## config.mk

```make
export PLATFORM = sky130hd
export DESIGN_NAME = border_trim_bounding_box_unit
export DESIGN_NICKNAME = d
export VERILOG_FILES = /design/src/hdl/btb_pkg.sv /design/src/hdl/border_trim_bounding_box_unit.sv
export VERILOG_INCLUDE_DIRS = /design/src /design/src/hdl
export SDC_FILE = /design/constraint.sdc
export NUM_CORES = 1
export LEC_CHECK = 0
export BUFFER_PORTS_ARGS = -buffer_cell sky130_fd_sc_hd__buf_2
export CORE_ASPECT_RATIO = 1.25
export CORE_MARGIN = 5
export CORE_UTILIZATION = 40
export DETAILED_ROUTE_END_ITERATION = 10
export MAX_ROUTING_LAYER = met4
export SYNTH_ARGS = -nofsm -noshare
export SYNTH_HDL_FRONTEND = slang
export SYNTH_SLANG_ARGS = --single-unit
```

## constraint.sdc

```tcl
create_clock -name clk -period 11.3 [get_ports clk]
set_clock_uncertainty 0.2 [all_clocks]
set_input_delay 2.26 -clock clk [delete_from_list [all_inputs] [get_ports clk]]
set_output_delay 2.26 -clock clk [all_outputs]
set_load 0.03 [all_outputs]
```

## src/hdl/border_trim_bounding_box_unit_macros.svh

```systemverilog
// assertion macros used by the border trim bounding box unit
`ifndef BORDER_TRIM_BOUNDING_BOX_UNIT_MACROS_SVH
`define BORDER_TRIM_BOUNDING_BOX_UNIT_MACROS_SVH

// same-cycle implication, inactive while in reset
`define BTB_ASSERT_NOW(label, clk, rst_n, ante, cons) \
  label: assert property (@(posedge clk) disable iff (!rst_n) (ante) |-> (cons)) \
    else $error("border trim check failed");

// next-cycle implication, inactive while in reset
`define BTB_ASSERT_NEXT(label, clk, rst_n, ante, cons) \
  label: assert property (@(posedge clk) disable iff (!rst_n) (ante) |=> (cons)) \
    else $error("border trim check failed");

`endif

```

## src/hdl/btb_pkg.sv

```systemverilog
// types and constants of the border trim bounding box unit
`timescale 1ns / 1ps

package btb_pkg;

  localparam int unsigned MAX_DIM = 4096;
  localparam int unsigned DIM_W   = $clog2(MAX_DIM + 1);
  localparam int unsigned CNT_W   = $clog2(MAX_DIM);
  localparam int unsigned ADDR_W  = 4;
  localparam int unsigned DATA_W  = 32;

  localparam logic [DIM_W-1:0] FRAME_DIM_RESET     = DIM_W'(MAX_DIM);
  localparam logic [2:0]       CHANNEL_COUNT_RESET = 3'd4;
  localparam logic [7:0]       TOLERANCE_RESET     = 8'd20;

  typedef enum logic [1:0] {
    REG_FRAME_WIDTH   = 2'd0,
    REG_FRAME_HEIGHT  = 2'd1,
    REG_CHANNEL_COUNT = 2'd2,
    REG_TOLERANCE     = 2'd3
  } reg_idx_t;

  typedef struct packed {
    logic [7:0] chan_red;
    logic [7:0] chan_green;
    logic [7:0] chan_blue;
    logic [7:0] chan_alpha;
  } pixel_t;

  typedef struct packed {
    logic [CNT_W-1:0] crop_left;
    logic [CNT_W-1:0] crop_top;
    logic [DIM_W-1:0] crop_width;
    logic [DIM_W-1:0] crop_height;
    logic             found_content;
  } crop_t;

endpackage

```

## src/hdl/border_trim_bounding_box_unit.sv

```systemverilog
// border trim bounding box unit: background match, box tracking and crop result
`timescale 1ns / 1ps

// Takes one frame in raster order, one pixel word per clock, and returns one crop
// word the cycle after the last pixel is taken. The first pixel of each frame
// is the background; the box covers every pixel that differs from it by more than
// the tolerance in any compared channel, or the whole frame with found_content low
// when none does. The pixel compare and box update keep pace with the input, so
// the sustained rate is one pixel per clock; in_ready drops only while a frame's
// last pixel waits on a crop word that has not been taken yet, as the single
// result register holds one word. Write the registers only between frames.
module border_trim_bounding_box_unit (
  input  logic                        clk,
  input  logic                        rst_n,
  input  logic                        in_valid,
  output logic                        in_ready,
  input  btb_pkg::pixel_t             in_data,
  output logic                        out_valid,
  input  logic                        out_ready,
  output btb_pkg::crop_t              out_data,
  input  logic                        cfg_psel,
  input  logic                        cfg_penable,
  input  logic                        cfg_pwrite,
  input  logic [btb_pkg::ADDR_W-1:0]  cfg_paddr,
  input  logic [btb_pkg::DATA_W-1:0]  cfg_pwdata,
  output logic [btb_pkg::DATA_W-1:0]  cfg_prdata,
  output logic                        cfg_pready
);
  import btb_pkg::*;

  `include "border_trim_bounding_box_unit_macros.svh"

  function automatic logic chan_differs(input logic [7:0] a, input logic [7:0] b,
                                        input logic [7:0] tol);
    logic [7:0] d;
    d = (a > b) ? (a - b) : (b - a);
    return d > tol;
  endfunction

  // configuration registers
  logic [DIM_W-1:0] frame_width_r;
  logic [DIM_W-1:0] frame_height_r;
  logic [2:0]       channel_count_r;
  logic [7:0]       tolerance_r;

  // frame state
  logic [31:0]      bg_r;
  logic [CNT_W-1:0] col_r, col_nxt;
  logic [CNT_W-1:0] row_r, row_nxt;
  logic [CNT_W-1:0] min_col_r, min_col_nxt;
  logic [CNT_W-1:0] max_col_r, max_col_nxt;
  logic [CNT_W-1:0] min_row_r, min_row_nxt;
  logic [CNT_W-1:0] max_row_r, max_row_nxt;
  logic             seen_r, seen_nxt;

  logic             out_valid_r, out_valid_nxt;
  crop_t            out_data_r, out_data_nxt;

  logic             cfg_wr;
  reg_idx_t         cfg_idx;

  logic [DIM_W-1:0] w_eff, h_eff;
  logic [DIM_W-1:0] w_m1, h_m1;
  logic             first_px, fg, col_last, row_last, is_last, in_fire;
  logic [DIM_W-1:0] box_w, box_h;
  logic [DIM_W:0]   right_edge;

  assign cfg_pready = 1'b1;
  assign cfg_wr     = cfg_psel && cfg_penable && cfg_pwrite;
  assign cfg_idx    = reg_idx_t'(cfg_paddr[3:2]);

  always_ff @(posedge clk) begin
    if (!rst_n) begin
      frame_width_r   <= FRAME_DIM_RESET;
      frame_height_r  <= FRAME_DIM_RESET;
      channel_count_r <= CHANNEL_COUNT_RESET;
      tolerance_r     <= TOLERANCE_RESET;
    end else if (cfg_wr) begin
      unique case (cfg_idx)
        REG_FRAME_WIDTH:   frame_width_r   <= cfg_pwdata[DIM_W-1:0];
        REG_FRAME_HEIGHT:  frame_height_r  <= cfg_pwdata[DIM_W-1:0];
        REG_CHANNEL_COUNT: channel_count_r <= cfg_pwdata[2:0];
        REG_TOLERANCE:     tolerance_r     <= cfg_pwdata[7:0];
        default: ;
      endcase
    end
  end

  always_comb begin
    unique case (cfg_idx)
      REG_FRAME_WIDTH:   cfg_prdata = DATA_W'(frame_width_r);
      REG_FRAME_HEIGHT:  cfg_prdata = DATA_W'(frame_height_r);
      REG_CHANNEL_COUNT: cfg_prdata = DATA_W'(channel_count_r);
      REG_TOLERANCE:     cfg_prdata = DATA_W'(tolerance_r);
      default:           cfg_prdata = '0;
    endcase
  end

  // saturate frame size to 1..MAX_DIM
  always_comb begin
    priority if (frame_width_r == '0)                  w_eff = DIM_W'(1);
    else if (frame_width_r > DIM_W'(MAX_DIM))          w_eff = DIM_W'(MAX_DIM);
    else                                               w_eff = frame_width_r;
    priority if (frame_height_r == '0)                 h_eff = DIM_W'(1);
    else if (frame_height_r > DIM_W'(MAX_DIM))         h_eff = DIM_W'(MAX_DIM);
    else                                               h_eff = frame_height_r;
  end

  assign w_m1     = w_eff - DIM_W'(1);
  assign h_m1     = h_eff - DIM_W'(1);
  assign col_last = {1'b0, col_r} >= w_m1;
  assign row_last = {1'b0, row_r} >= h_m1;
  assign is_last  = col_last && row_last;
  assign first_px = (col_r == '0) && (row_r == '0);

  // the frame's last pixel waits while the result register is still full
  assign in_ready = !is_last || !out_valid_r || out_ready;
  assign in_fire  = in_valid && in_ready;

  // the first pixel matches itself, so it never counts as foreground
  assign fg = !first_px && (
      chan_differs(in_data.chan_red,   bg_r[7:0],   tolerance_r) ||
      chan_differs(in_data.chan_green, bg_r[15:8],  tolerance_r) ||
      chan_differs(in_data.chan_blue,  bg_r[23:16], tolerance_r) ||
      (channel_count_r[2] && chan_differs(in_data.chan_alpha, bg_r[31:24], tolerance_r)));

  always_comb begin
    min_col_nxt = min_col_r;
    max_col_nxt = max_col_r;
    min_row_nxt = min_row_r;
    max_row_nxt = max_row_r;
    seen_nxt    = seen_r;
    if (fg) begin
      if (!seen_r || col_r < min_col_r) min_col_nxt = col_r;
      if (!seen_r || col_r > max_col_r) max_col_nxt = col_r;
      if (!seen_r || row_r < min_row_r) min_row_nxt = row_r;
      if (!seen_r || row_r > max_row_r) max_row_nxt = row_r;
      seen_nxt = 1'b1;
    end
  end

  assign box_w = {1'b0, max_col_nxt} - {1'b0, min_col_nxt} + DIM_W'(1);
  assign box_h = {1'b0, max_row_nxt} - {1'b0, min_row_nxt} + DIM_W'(1);

  always_comb begin
    if (seen_nxt) begin
      out_data_nxt.crop_left     = min_col_nxt;
      out_data_nxt.crop_top      = min_row_nxt;
      out_data_nxt.crop_width    = box_w;
      out_data_nxt.crop_height   = box_h;
      out_data_nxt.found_content = 1'b1;
    end else begin
      out_data_nxt.crop_left     = '0;
      out_data_nxt.crop_top      = '0;
      out_data_nxt.crop_width    = w_eff;
      out_data_nxt.crop_height   = h_eff;
      out_data_nxt.found_content = 1'b0;
    end
  end

  always_comb begin
    col_nxt = col_r;
    row_nxt = row_r;
    if (!col_last) begin
      col_nxt = col_r + CNT_W'(1);
    end else if (!row_last) begin
      col_nxt = '0;
      row_nxt = row_r + CNT_W'(1);
    end else begin
      col_nxt = '0;
      row_nxt = '0;
    end
  end

  always_comb begin
    out_valid_nxt = out_valid_r;
    if (in_fire && is_last) begin
      out_valid_nxt = 1'b1;
    end else if (out_ready) begin
      out_valid_nxt = 1'b0;
    end
  end

  always_ff @(posedge clk) begin
    if (!rst_n) begin
      bg_r        <= '0;
      col_r       <= '0;
      row_r       <= '0;
      min_col_r   <= '1;
      max_col_r   <= '0;
      min_row_r   <= '1;
      max_row_r   <= '0;
      seen_r      <= 1'b0;
      out_valid_r <= 1'b0;
    end else begin
      out_valid_r <= out_valid_nxt;
      if (in_fire) begin
        if (first_px) begin
          bg_r <= {in_data.chan_alpha, in_data.chan_blue,
                   in_data.chan_green, in_data.chan_red};
        end
        col_r <= col_nxt;
        row_r <= row_nxt;
        if (is_last) begin
          min_col_r <= '1;
          max_col_r <= '0;
          min_row_r <= '1;
          max_row_r <= '0;
          seen_r    <= 1'b0;
        end else begin
          min_col_r <= min_col_nxt;
          max_col_r <= max_col_nxt;
          min_row_r <= min_row_nxt;
          max_row_r <= max_row_nxt;
          seen_r    <= seen_nxt;
        end
      end
    end
  end

  always_ff @(posedge clk) begin
    if (in_fire && is_last) begin
      out_data_r <= out_data_nxt;
    end
  end

  assign out_valid = out_valid_r;
  assign out_data  = out_data_r;

  assign right_edge = {2'b00, out_data_r.crop_left} + {1'b0, out_data_r.crop_width};

  `BTB_ASSERT_NEXT(a_last_makes_word, clk, rst_n, in_fire && is_last, out_valid_r)
  `BTB_ASSERT_NEXT(a_frame_restart, clk, rst_n, in_fire && is_last,
    col_r == '0 && row_r == '0 && !seen_r)
  `BTB_ASSERT_NOW(a_stall_only_when_full, clk, rst_n, !in_ready,
    out_valid_r && !out_ready && is_last)
  `BTB_ASSERT_NOW(a_empty_box_origin, clk, rst_n, out_valid_r && !out_data_r.found_content,
    out_data_r.crop_left == '0 && out_data_r.crop_top == '0)
  `BTB_ASSERT_NOW(a_box_in_frame, clk, rst_n, out_valid_r && out_data_r.found_content,
    right_edge <= (DIM_W+1)'(MAX_DIM))

endmodule
```

# [Word-level counts from Yosys, hierarchy flattened]
# Cells that the tools add are included.
[word_totals] reg_bits=194 latch_bits=0 ram_bits=0 mem_bits_ro=0 inputBits=75 elab_cells=114 n_memories=0
[classes] add_sub_neg=16 n_mul=0 div_mod_pow=0 n_lt_le_gt_ge=16 n_eq_ne=3 shifts=0 muxes=28 n_bitwise=0 n_reduce_logical=33
[ops] operator="2-to-1 mux 12 bit" n=14
[ops] operator="one-hot mux 32 bit (4 select lines)" n=1
[ops] operator="greater-than comparator 8 bit" n=8
[ops] operator="subtractor 8 bit" n=8
[ops] operator="2-to-1 mux 13 bit" n=4
[ops] operator="2-to-1 mux 8 bit" n=4
[ops] operator="2-to-1 mux 27 bit" n=1
[ops] operator="adder 13 x 1 -> 13 bit (second input constant)" n=2
[ops] operator=">= comparator 12 x 13 -> 1 bit" n=2
[ops] operator="greater-than comparator 13 bit (second input constant)" n=2
[ops] operator="zero test 13 bit" n=2
[ops] operator="subtractor 12 x 12 -> 13 bit" n=2
[ops] operator="subtractor 13 x 1 -> 13 bit (second input constant)" n=2
[ops] operator="adder 12 x 1 -> 12 bit (second input constant)" n=2
[ops] operator="greater-than comparator 12 bit" n=2
[ops] operator="zero test 12 bit" n=2
[ops] operator="< comparator 12 bit" n=2
[ops] operator="AND reduction 2 bit" n=6
[ops] operator="logical OR 1 bit" n=9
[ops] operator="logical AND 1 bit" n=8
[ops] operator="equality test 2 bit (second input constant)" n=2
[ops] operator="zero test 1 bit" n=4
[ops] operator="2-to-1 mux 1 bit" n=4
[ops] operator="equality test 2 x 1 -> 1 bit (second input constant)" n=1
[ops] operator="2 further kinds" n=2

# [Longest topological paths before layout]
# Gate-level depths: netlist of run 1.
[logic_depth] word_depth=12 mapped_depth=41 ltp_nobuf=37

# [Least setup slack after synthesis of run 1]
# No wires, ideal clock.
[synth_timing] path_kind="input -> register" start="in in_data[8] (netlist name)" end="reg out_data_r, in the netlist out_data[13], data pin" setup_ns=0.269 arrival_ns=8.469 setup_slack_ns=2.362 stages=32 path_buffers=1 cell_sequence="inv_1 ha_1 inv_1 fa_1 a211oi_1 o21ai_0 a31oi_1 nor2_1 mux2_2 o2bb2ai_1 nor4_1 nor2_1 xor2_1 ha_1 nand4_1 a21oi_1 o22ai_1 o2111a_1 a211oi_2 clkbuf_1 mux2i_1 ha_1 ha_1 a21o_1 a21oi_1 nor2b_1 o41a_1 a211o_1 a21o_1 a21oi_1 xnor2_1 a21oi_1"
[synth_lines] element="start, declared" line_no="border_trim_bounding_box_unit.sv:17" source="input btb_pkg::pixel_t in_data,"
[synth_lines] element="end signal, assigned" line_no="border_trim_bounding_box_unit.sv:223" source="out_data_r <= out_data_nxt;"
[synth_lines] element="end, declared" line_no="border_trim_bounding_box_unit.sv:57" source="crop_t out_data_r, out_data_nxt;"

==> results of run 1 <==
==> state kept, by name (all words and copies together), names as in the netlist, 8 cells and up <==
name            count
min_row_r          12
col_r              12
max_row_r          12
row_r              12
out_data           51
frame_height_r     13
tolerance_r         8
bg_r               32
frame_width_r      13
max_col_r          12
min_col_r          12
==> critical path, delay by kind of cell <==
| family | cells | cell delay [ns] |
|---|---|---|
| AOI/OAI and AO/OA | 16 | 3.02 |
| xor gates and xnor gates | 2 | 0.30 |
| adders and majority gates | 5 | 1.46 |
| buffers and inverters | 4 | 0.42 |
| muxes | 1 | 0.31 |
| and+or+nand+nor | 5 | 1.70 |
==> layout make-up <==
type	instances	area share, %
inverter	170	3.79
sequential	194	26.1
clock inverter	14	0.922
multi-input combinational	1343	58.3
timing repair buffer	140	4.49
tap	492	3.66
antenna	10	0.149
clock buffer	18	2.55
==> layout by cell type, fill, tap and decap left out, types with 22 or more instances in the layout <==
master      n
ha_1      214
nand2_1   176
inv_1     170
dfxtp_1   143
o21ai_0   138
buf_2     118
nor2_1    100
a21oi_1    79
mux2i_1    71
nand3_1    53
edfxtp_1   51
a22o_1     47
xnor2_1    44
a21boi_0   35
nor3_1     34
nand4_1    31
nor2b_1    30
o21a_1     30
a21o_1     26
buf_4      22
==> power groups by stage <==
stage / registers (mW) / clock network [mW] / logic (mW)
finish: 0.764 / 0.616 / 0.543
detailed placement: 0.779 / 0 / 0.543
global placement: 0.778 / 0 / 0.531
global route: 0.767 / 0.660 / 0.613
CTS: 0.763 / 0.634 / 0.546
floorplan: 0.771 / 0 / 0.421
==> logic make-up (layout without fill, tap and decap cells) <==
| kind of cell | count (synthesis) | in the layout |
|---|---|---|
| AO/OA/AOI/OAI | 452 | 452 |
| XOR/XNOR | 59 | 59 |
| adder cells (fa/ha/maj) | 224 | 224 |
| buffers and inverters | 280 | 342 |
| flip-flops | 194 | 194 |
| multiplexers | 90 | 90 |
| other | 2 | 30 |
| AND/OR/NAND/NOR | 498 | 498 |
==> routing by layer <==
metal  share of wire [%]  vias to the layer above  GRT usage (%)
met5                   0                        -              -
met2                  49                      260           31.7
met1                  44                     5949           23.3
li1                    -                     6471              -
met4                 2.1                        0           5.53
met3                 5.3                       54           3.41
==> worst paths after layout <==
kind | end | start
max | out_data[26] | in_data[8]
min | bg_r[23] | bg_r[23]
max reg2reg | out_data[26] | bg_r[16]
min reg2reg | bg_r[23] | bg_r[23]
==> flow_summary.toml, run 1 <==
[finish]
area_delta_synth_final_pct = 10.3
stdcell_count = 2381
multi_input_area_sq_um = 9810
fill_cells = 3838
drive_gt1_share_pct = 11.4
ff_latch_area_sq_um = 4390
nets = 2165
fin_util_pct = 44.3
fin_area_sq_um = 16800

[worst_setup_path]
slowest_stage = "nor3_2"
startpoint_type = "input port"
reg2reg_depth = 31
max_stage_delay_ns = 1.05
ff2ff_setup_slack_ns = 3.42
arrival_ns = 9.46
critPathCaptureType = "flop"
crit_type = "in -> reg"
path_max_fanout = 23
required_ns = 11.27

[yosys]
synth_area_per_cell_sq_um = 8.48
synth_top_area_share_pct = 18.8
synth_ff_type = "dfxtp_1"
synth-edff-count = 51
netlist_area_sq_um = 15300
synth_warnings = 0
synthXorXnorAreaFrac_pct = 3.39
syn_inst = 1799
synth_mux_area_share_pct = 6.28
yosys-top-cells-count = "ha_1 (214), nand2_1 (176), inv_1 (170)"
synth_cell_types = 76
synth-seq-cells = 194
synth_top_family_by_area = "compound AO/OA/AOI/OAI gates"
synth_area_leaders = "dfxtp_1 (19%), ha_1 (18%), edfxtp_1 (10%)"
synthSimpleGateAreaFrac_pct = 15.6
yosysMostFrequentCell = "ha_1"
synth.yosys.seq_area_share_pct = 28.8
synth_top_cell_by_area = "dfxtp_1"
synth_fa_ha_area_share_pct = 18.9
synth_compound_area_share_pct = 19.4
async_flop_share_pct = 0

[timing]
setup_tns_ns = 0
fin_ws_ns = 1.82
timing.slew.headroom_pct = 21.0
hold_violations = 0
rsz0062_at_grt = "no"
whs_ns = 0.272
fmax_ghz = 0.105
fin_crit_sh_pct = 83.9
fin_crit_ns = 9.48
maxSlewViolCount = 0
setup_viol = 0
tightest_slew_ns = 1.18

[worst_hold_path]
hold_class = "reg -> reg"
min_path_cells = 2

[placement]
place_worst_setup_slack_ns = 1.42
port-buffer-count = 119
place_inst = 2339
place.gp.congestion = 0.873
dp_hpwl_um = 30000
placed_cell_area_sq_um = 16200

[global_routing]
track_usage_pct = 18.9
grt_pass1_vias = 12300
overflow = 0
grt_pass1_wl_um = 63000
grt_start_max_net_pins = 109
antenna_found_initial = 9

[clock_tree]
postCtsHoldBufs = 0
cts.sinks = 194
root_buffer = "clkbuf_16"
cts_tree = "yes"
clockBufferDepth = 2
clk_pin_slew_worst_paths_ns = 0.07
postCtsSetupRepairBufs = 0
numCtsBuffers = 17
ctsHtreeMaxLevel = 4
cts.repair.resized = 0
clock_latency_ns = 0.45

[route]
vias = 12700
viasPerCell = 5.35
drt-initial-drc-count = 685
ant_nets = 0
wl_per_cell_um = 16.5
firstDrtPassIters = 5
drc = 0
drt_wl_total_um = 39300

[floorplanning]
die_h_um = 228
coreArea_sq_um = 37900
row_count = 80
die_w_um = 185
io_pins = 161
floorplan.die_area_sq_um = 42200
start_util_pct = 40.2

[power_and_ir_drop]
finalPower_mw = 1.92
p_leak_nw = 7.73
switchingPower_mw = 0.626
intPower_mw = 1.30
p_clk_share_pct = 32.0
ir_drop_v = 0.0000961
p_sw_share_pct = 32.5
powerDensity_nw_per_um2 = 114
power_frac_seq_pct = 39.7
p_comb_share_pct = 28.2

[run]
maxCapViolCount = 0

[outcome]
outcome = "finished clean"
Power figures use the tool's default switching activity.
==> run 2, diff against run 1 <==
clock period = 7.9 ns   (was 11.3 ns; I/O delays follow)
==> flow_summary.toml, run 2 (synthesis gave the netlist of run 1 again) <==
[timing]
tightest_slew_ns = 1.10
fin_crit_sh_pct = 99.2
setup_tns_ns = 0
hold_violations = 0
setup_viol = 0
fmax_ghz = 0.128
timing.slew.headroom_pct = 26.9
maxSlewViolCount = 0
rsz0062_at_grt = "yes"
fin_crit_ns = 7.83

[power_and_ir_drop]
finalPower_mw = 2.97
ir_drop_v = 0.000111
powerDensity_nw_per_um2 = 161
p_leak_nw = 8.51

[worst_setup_path]
required_ns = 7.90
max_stage_delay_ns = 0.41
reg2reg_depth = 29
path_common_cell = "ha_1"
ff2ff_setup_slack_ns = 0.92
r2r_start = "bg_r[24]"
path_max_fanout = 5
crit_type = "in -> reg"
arrival_ns = 7.84
startpoint_type = "input port"
critPathCaptureType = "flop"
worstReg2RegEnd = "out_data[13]"
slowest_stage = "o41a_1"

[placement]
place_inst = 2471
place.gp.congestion = 0.907
dp_hpwl_um = 31700
port-buffer-count = 119

[finish]
fill_cells = 3680
final_common_cell = "ha_1"
drive_gt1_share_pct = 21.5
layout_common_cells = "ha_1 (207), nand2_1 (175), inv_1 (166)"
nets = 2315
stdcell_count = 2530
largest_reg_flops = 51
area_delta_synth_final_pct = 21.0

[floorplanning]
die_w_um = 185
die_h_um = 228
row_count = 80
floorplan.die_area_sq_um = 42200
start_util_pct = 40.2
coreArea_sq_um = 37900
io_pins = 161

[route]
drc = 0
vias = 13400
wl_per_cell_um = 16.3
firstDrtPassIters = 5
drt-initial-drc-count = 810
viasPerCell = 5.29
drt_wl_total_um = 41400
ant_nets = 0

[run]
maxCapViolCount = 0

[global_routing]
track_usage_pct = 19.6
overflow = 0
grt_start_max_net_pins = 109
antenna_found_initial = 9
grt_pass1_wl_um = 65600
grt_pass1_vias = 13000

[worst_hold_path]
min_path_cells = 2
hold_class = "reg -> reg"
worstHoldStart = "bg_r[23]"
hold_end = "bg_r[23]"

[clock_tree]
cts.sinks = 194
cts_tree = "yes"
numCtsBuffers = 17
postCtsHoldBufs = 0
clock_latency_ns = 0.45
ctsHtreeMaxLevel = 4
clockBufferDepth = 2
root_buffer = "clkbuf_16"
clk_pin_slew_worst_paths_ns = 0.07

[outcome]
outcome = "finished clean"
run 2: changes by cell type in the layout (fill, tap and decap cells not counted), sizes merged:
| cell | before | now |
|---|---|---|
| clkinvlp | 3 | 2 |
| buf | 140 | 288 |
| inv | 174 | 177 |
| diode | 10 | 9 |
| clkinv | 5 | 3 |
| clkbuf | 18 | 20 |
| nor2 | 105 | 106 |
| bufinv | 2 | 1 |
run 2: worst max-delay path: cells and delay by family:
family	cells	cell delay [ns]
AO/OA/AOI/OAI	16	3.60
adder cells (fa/ha/maj)	5	1.37
AND/OR/NAND/NOR	3	0.34
XOR/XNOR	2	0.27
multiplexers	2	0.51
buffers and inverters	3	0.19
run 2: metrics by stage:
step	setup slack, ns	area, sq um	hold slack, ns	util (%)
3_3_place_gp	-0.569	17200	0.248	45.4
4_1_cts	0.0264	17900	0.276	47.2
3_5_place_dp	-0.704	17200	0.259	45.4
5_1_grt	-0.226	18500	0.291	48.6
6_report	0.0652	18500	0.274	48.6
2_1_floorplan	0.00864	15400	0.232	-
run 2: worst max-delay path by stage:
stage / from / to / cells past startpoint
after global routing: in_data[0] / out_data[13] / 31
after global placement: in_data[0] / out_data[25] / 35
after CTS: in_data[21] / out_data[12] / 33
after detailed placement: in_data[16] / out_data[26] / 35
after floorplan: in_data[0] / out_data[25] / 37
final: in_data[0] / out_data[13] / 31
run 2: final cells by class:
type	count	area, sq um	area share (%)
Tap cell	492	616	3.34
Inverter	170	641	3.47
Sequential cell	194	4390	23.8
Clock buffer	19	453	2.45
Multi-Input combinational cell	1344	10200	55.5
Timing Repair Buffer	289	1950	10.5
Clock inverter	13	139	0.753
Antenna cell	9	22.5	0.122
run 2: where the power goes:
group          internal (mW)  switching, mW
combinational          0.472          0.510
sequential              1.06         0.0348
clock                  0.464          0.432
total                   2.00          0.977
run 2: what timing repair did:
action                                  4_1_cts  5_1_grt
resized for setup                            18       99
endpoints found under the hold margin         0        0
pin swaps                                     3       61
endpoints found under the setup margin        9       13
buffers inserted                              0       18
cloned                                        1        0
run 2: metal layers:
metal	up-vias	wire [um]	GRT usage, %
met2	291	20200	33.1
li1	6771	-	-
met5	-	0	-
met1	6270	17700	23.3
met3	63	2250	4.01
met4	0	1210	6.63
==> run 3, diff against run 2 <==
CORE_UTILIZATION = 34   (was 40)
==> flow_summary.toml, run 3 (synthesis gave the netlist of run 1 again) <==
[outcome]
outcome = "finished clean"

[finish]
final_common_cell = "ha_1"
fill_cells = 4357
area_delta_synth_final_pct = 21.2
layout_common_cells = "ha_1 (209), nand2_1 (175), inv_1 (166)"
ff_latch_area_sq_um = 4390
largest_reg_flops = 51
nets = 2315
multi_input_area_sq_um = 10200
fin_util_pct = 41.8
drive_gt1_share_pct = 21.6

[run]
maxCapViolCount = 0

[worst_hold_path]
hold_class = "reg -> reg"
min_path_cells = 2

[floorplanning]
coreArea_sq_um = 44200
die_w_um = 199
floorplan.die_area_sq_um = 49200
io_pins = 161
die_h_um = 247
row_count = 86
start_util_pct = 34.5

[worst_setup_path]
slowest_stage = "o41a_1"
ff2ff_setup_slack_ns = 0.97
startpoint_type = "input port"
max_stage_delay_ns = 0.41
arrival_ns = 7.79
required_ns = 7.92
critPathCaptureType = "flop"
crit_type = "in -> reg"
path_max_fanout = 5
path_common_cell = "ha_1"
reg2reg_depth = 31

[placement]
dp_hpwl_um = 32600
place.gp.congestion = 0.856
place_worst_setup_slack_ns = -0.677
port-buffer-count = 119

[timing]
fin_ws_ns = 0.133
fin_crit_sh_pct = 98.3
fmax_ghz = 0.129
timing.slew.headroom_pct = 27.5
hold_violations = 0
fin_crit_ns = 7.77
tightest_slew_ns = 1.09
rsz0062_at_grt = "yes"
setup_viol = 0
setup_tns_ns = 0
whs_ns = 0.275
maxSlewViolCount = 0

[global_routing]
antenna_found_initial = 14
grt_pass1_wl_um = 67400
grt_start_max_net_pins = 109
track_usage_pct = 17.5
grt_pass1_vias = 13200
use_met3_pct = 3.91
overflow = 0
grt_use_met1_pct = 20.9
busiest_layer = "met2"
gr-usage-met2_pct = 29.0

[power_and_ir_drop]
p_leak_nw = 8.48
p_comb_share_pct = 33.4
power_frac_seq_pct = 37.1
finalPower_mw = 2.95
powerDensity_nw_per_um2 = 159
p_sw_share_pct = 33.9
intPower_mw = 1.95
p_clk_share_pct = 29.5
switchingPower_mw = 1.00
ir_drop_v = 0.000168

[clock_tree]
cts.sinks = 194
postCtsHoldBufs = 0
clockBufferDepth = 2
clock_latency_ns = 0.47
numCtsBuffers = 17
cts_tree = "yes"
clk_pin_slew_worst_paths_ns = 0.08
ctsHtreeMaxLevel = 4
root_buffer = "clkbuf_16"

[route]
drt-initial-drc-count = 709
ant_nets = 0
firstDrtPassIters = 7
vias = 13500
drc = 0
drt_wl_total_um = 42600
wl_per_cell_um = 16.3
viasPerCell = 5.16
run 3: what timing repair did:
| action | 4_1_cts | 5_1_grt |
|---|---|---|
| gates cloned | 0 | 2 |
| gates resized for setup | 8 | 107 |
| endpoints found under the setup margin | 8 | 13 |
| hold endpoints to repair | 0 | 0 |
| setup buffers | 1 | 13 |
| pin swaps | 2 | 50 |
run 3: power groups by stage:
stage	sequential [mW]	clock, mW	combinational (mW)
finish	1.09	0.870	0.983
global route	1.10	0.935	1.10
CTS	1.09	0.900	0.908
detailed placement	1.12	0	0.896
global placement	1.11	0	0.871
floorplan	1.10	0	0.607
run 3: through the flow:
stage | std cells | area [sq um]
3_3_place_gp | 2553 | 17300
4_1_cts | 2586 | 17900
6_report | 2616 | 18500
5_1_grt | 2615 | 18500
3_5_place_dp | 2553 | 17300
2_1_floorplan | 1817 | 15400
run 3: final timing paths:
kind,startpoint,end
min reg2reg,bg_r[15],bg_r[15]
max reg2reg,bg_r[24],out_data[13]
max,in_data[0],out_data[13]
min,bg_r[15],bg_r[15]
run 3: final cells by class:
type	instances	area share [%]
clock buffers	18	2.32
multi-input cells	1344	55.1
repair buffers	289	10.5
clock inverters	14	0.778
inverters	170	3.46
well taps	572	3.87
flip-flops and latches	194	23.8
diodes	15	0.203
run 3: layer usage:
metal	up-vias	wire length (um)	part of all wire, %
li1	6766	-	-
met5	-	0	0
met2	286	20700	49
met1	6384	18200	43
met4	0	1070	2.5
met3	60	2590	6.1
run 3: critical path, delay by kind of cell:
kind | cells | cell delay, ns
multiplexers | 2 | 0.40
AND/OR/NAND/NOR | 3 | 0.23
XOR/XNOR | 2 | 0.31
adder cells (fa/ha/maj) | 5 | 1.37
AO/OA/AOI/OAI | 15 | 3.22
buffers and inverters | 6 | 0.66
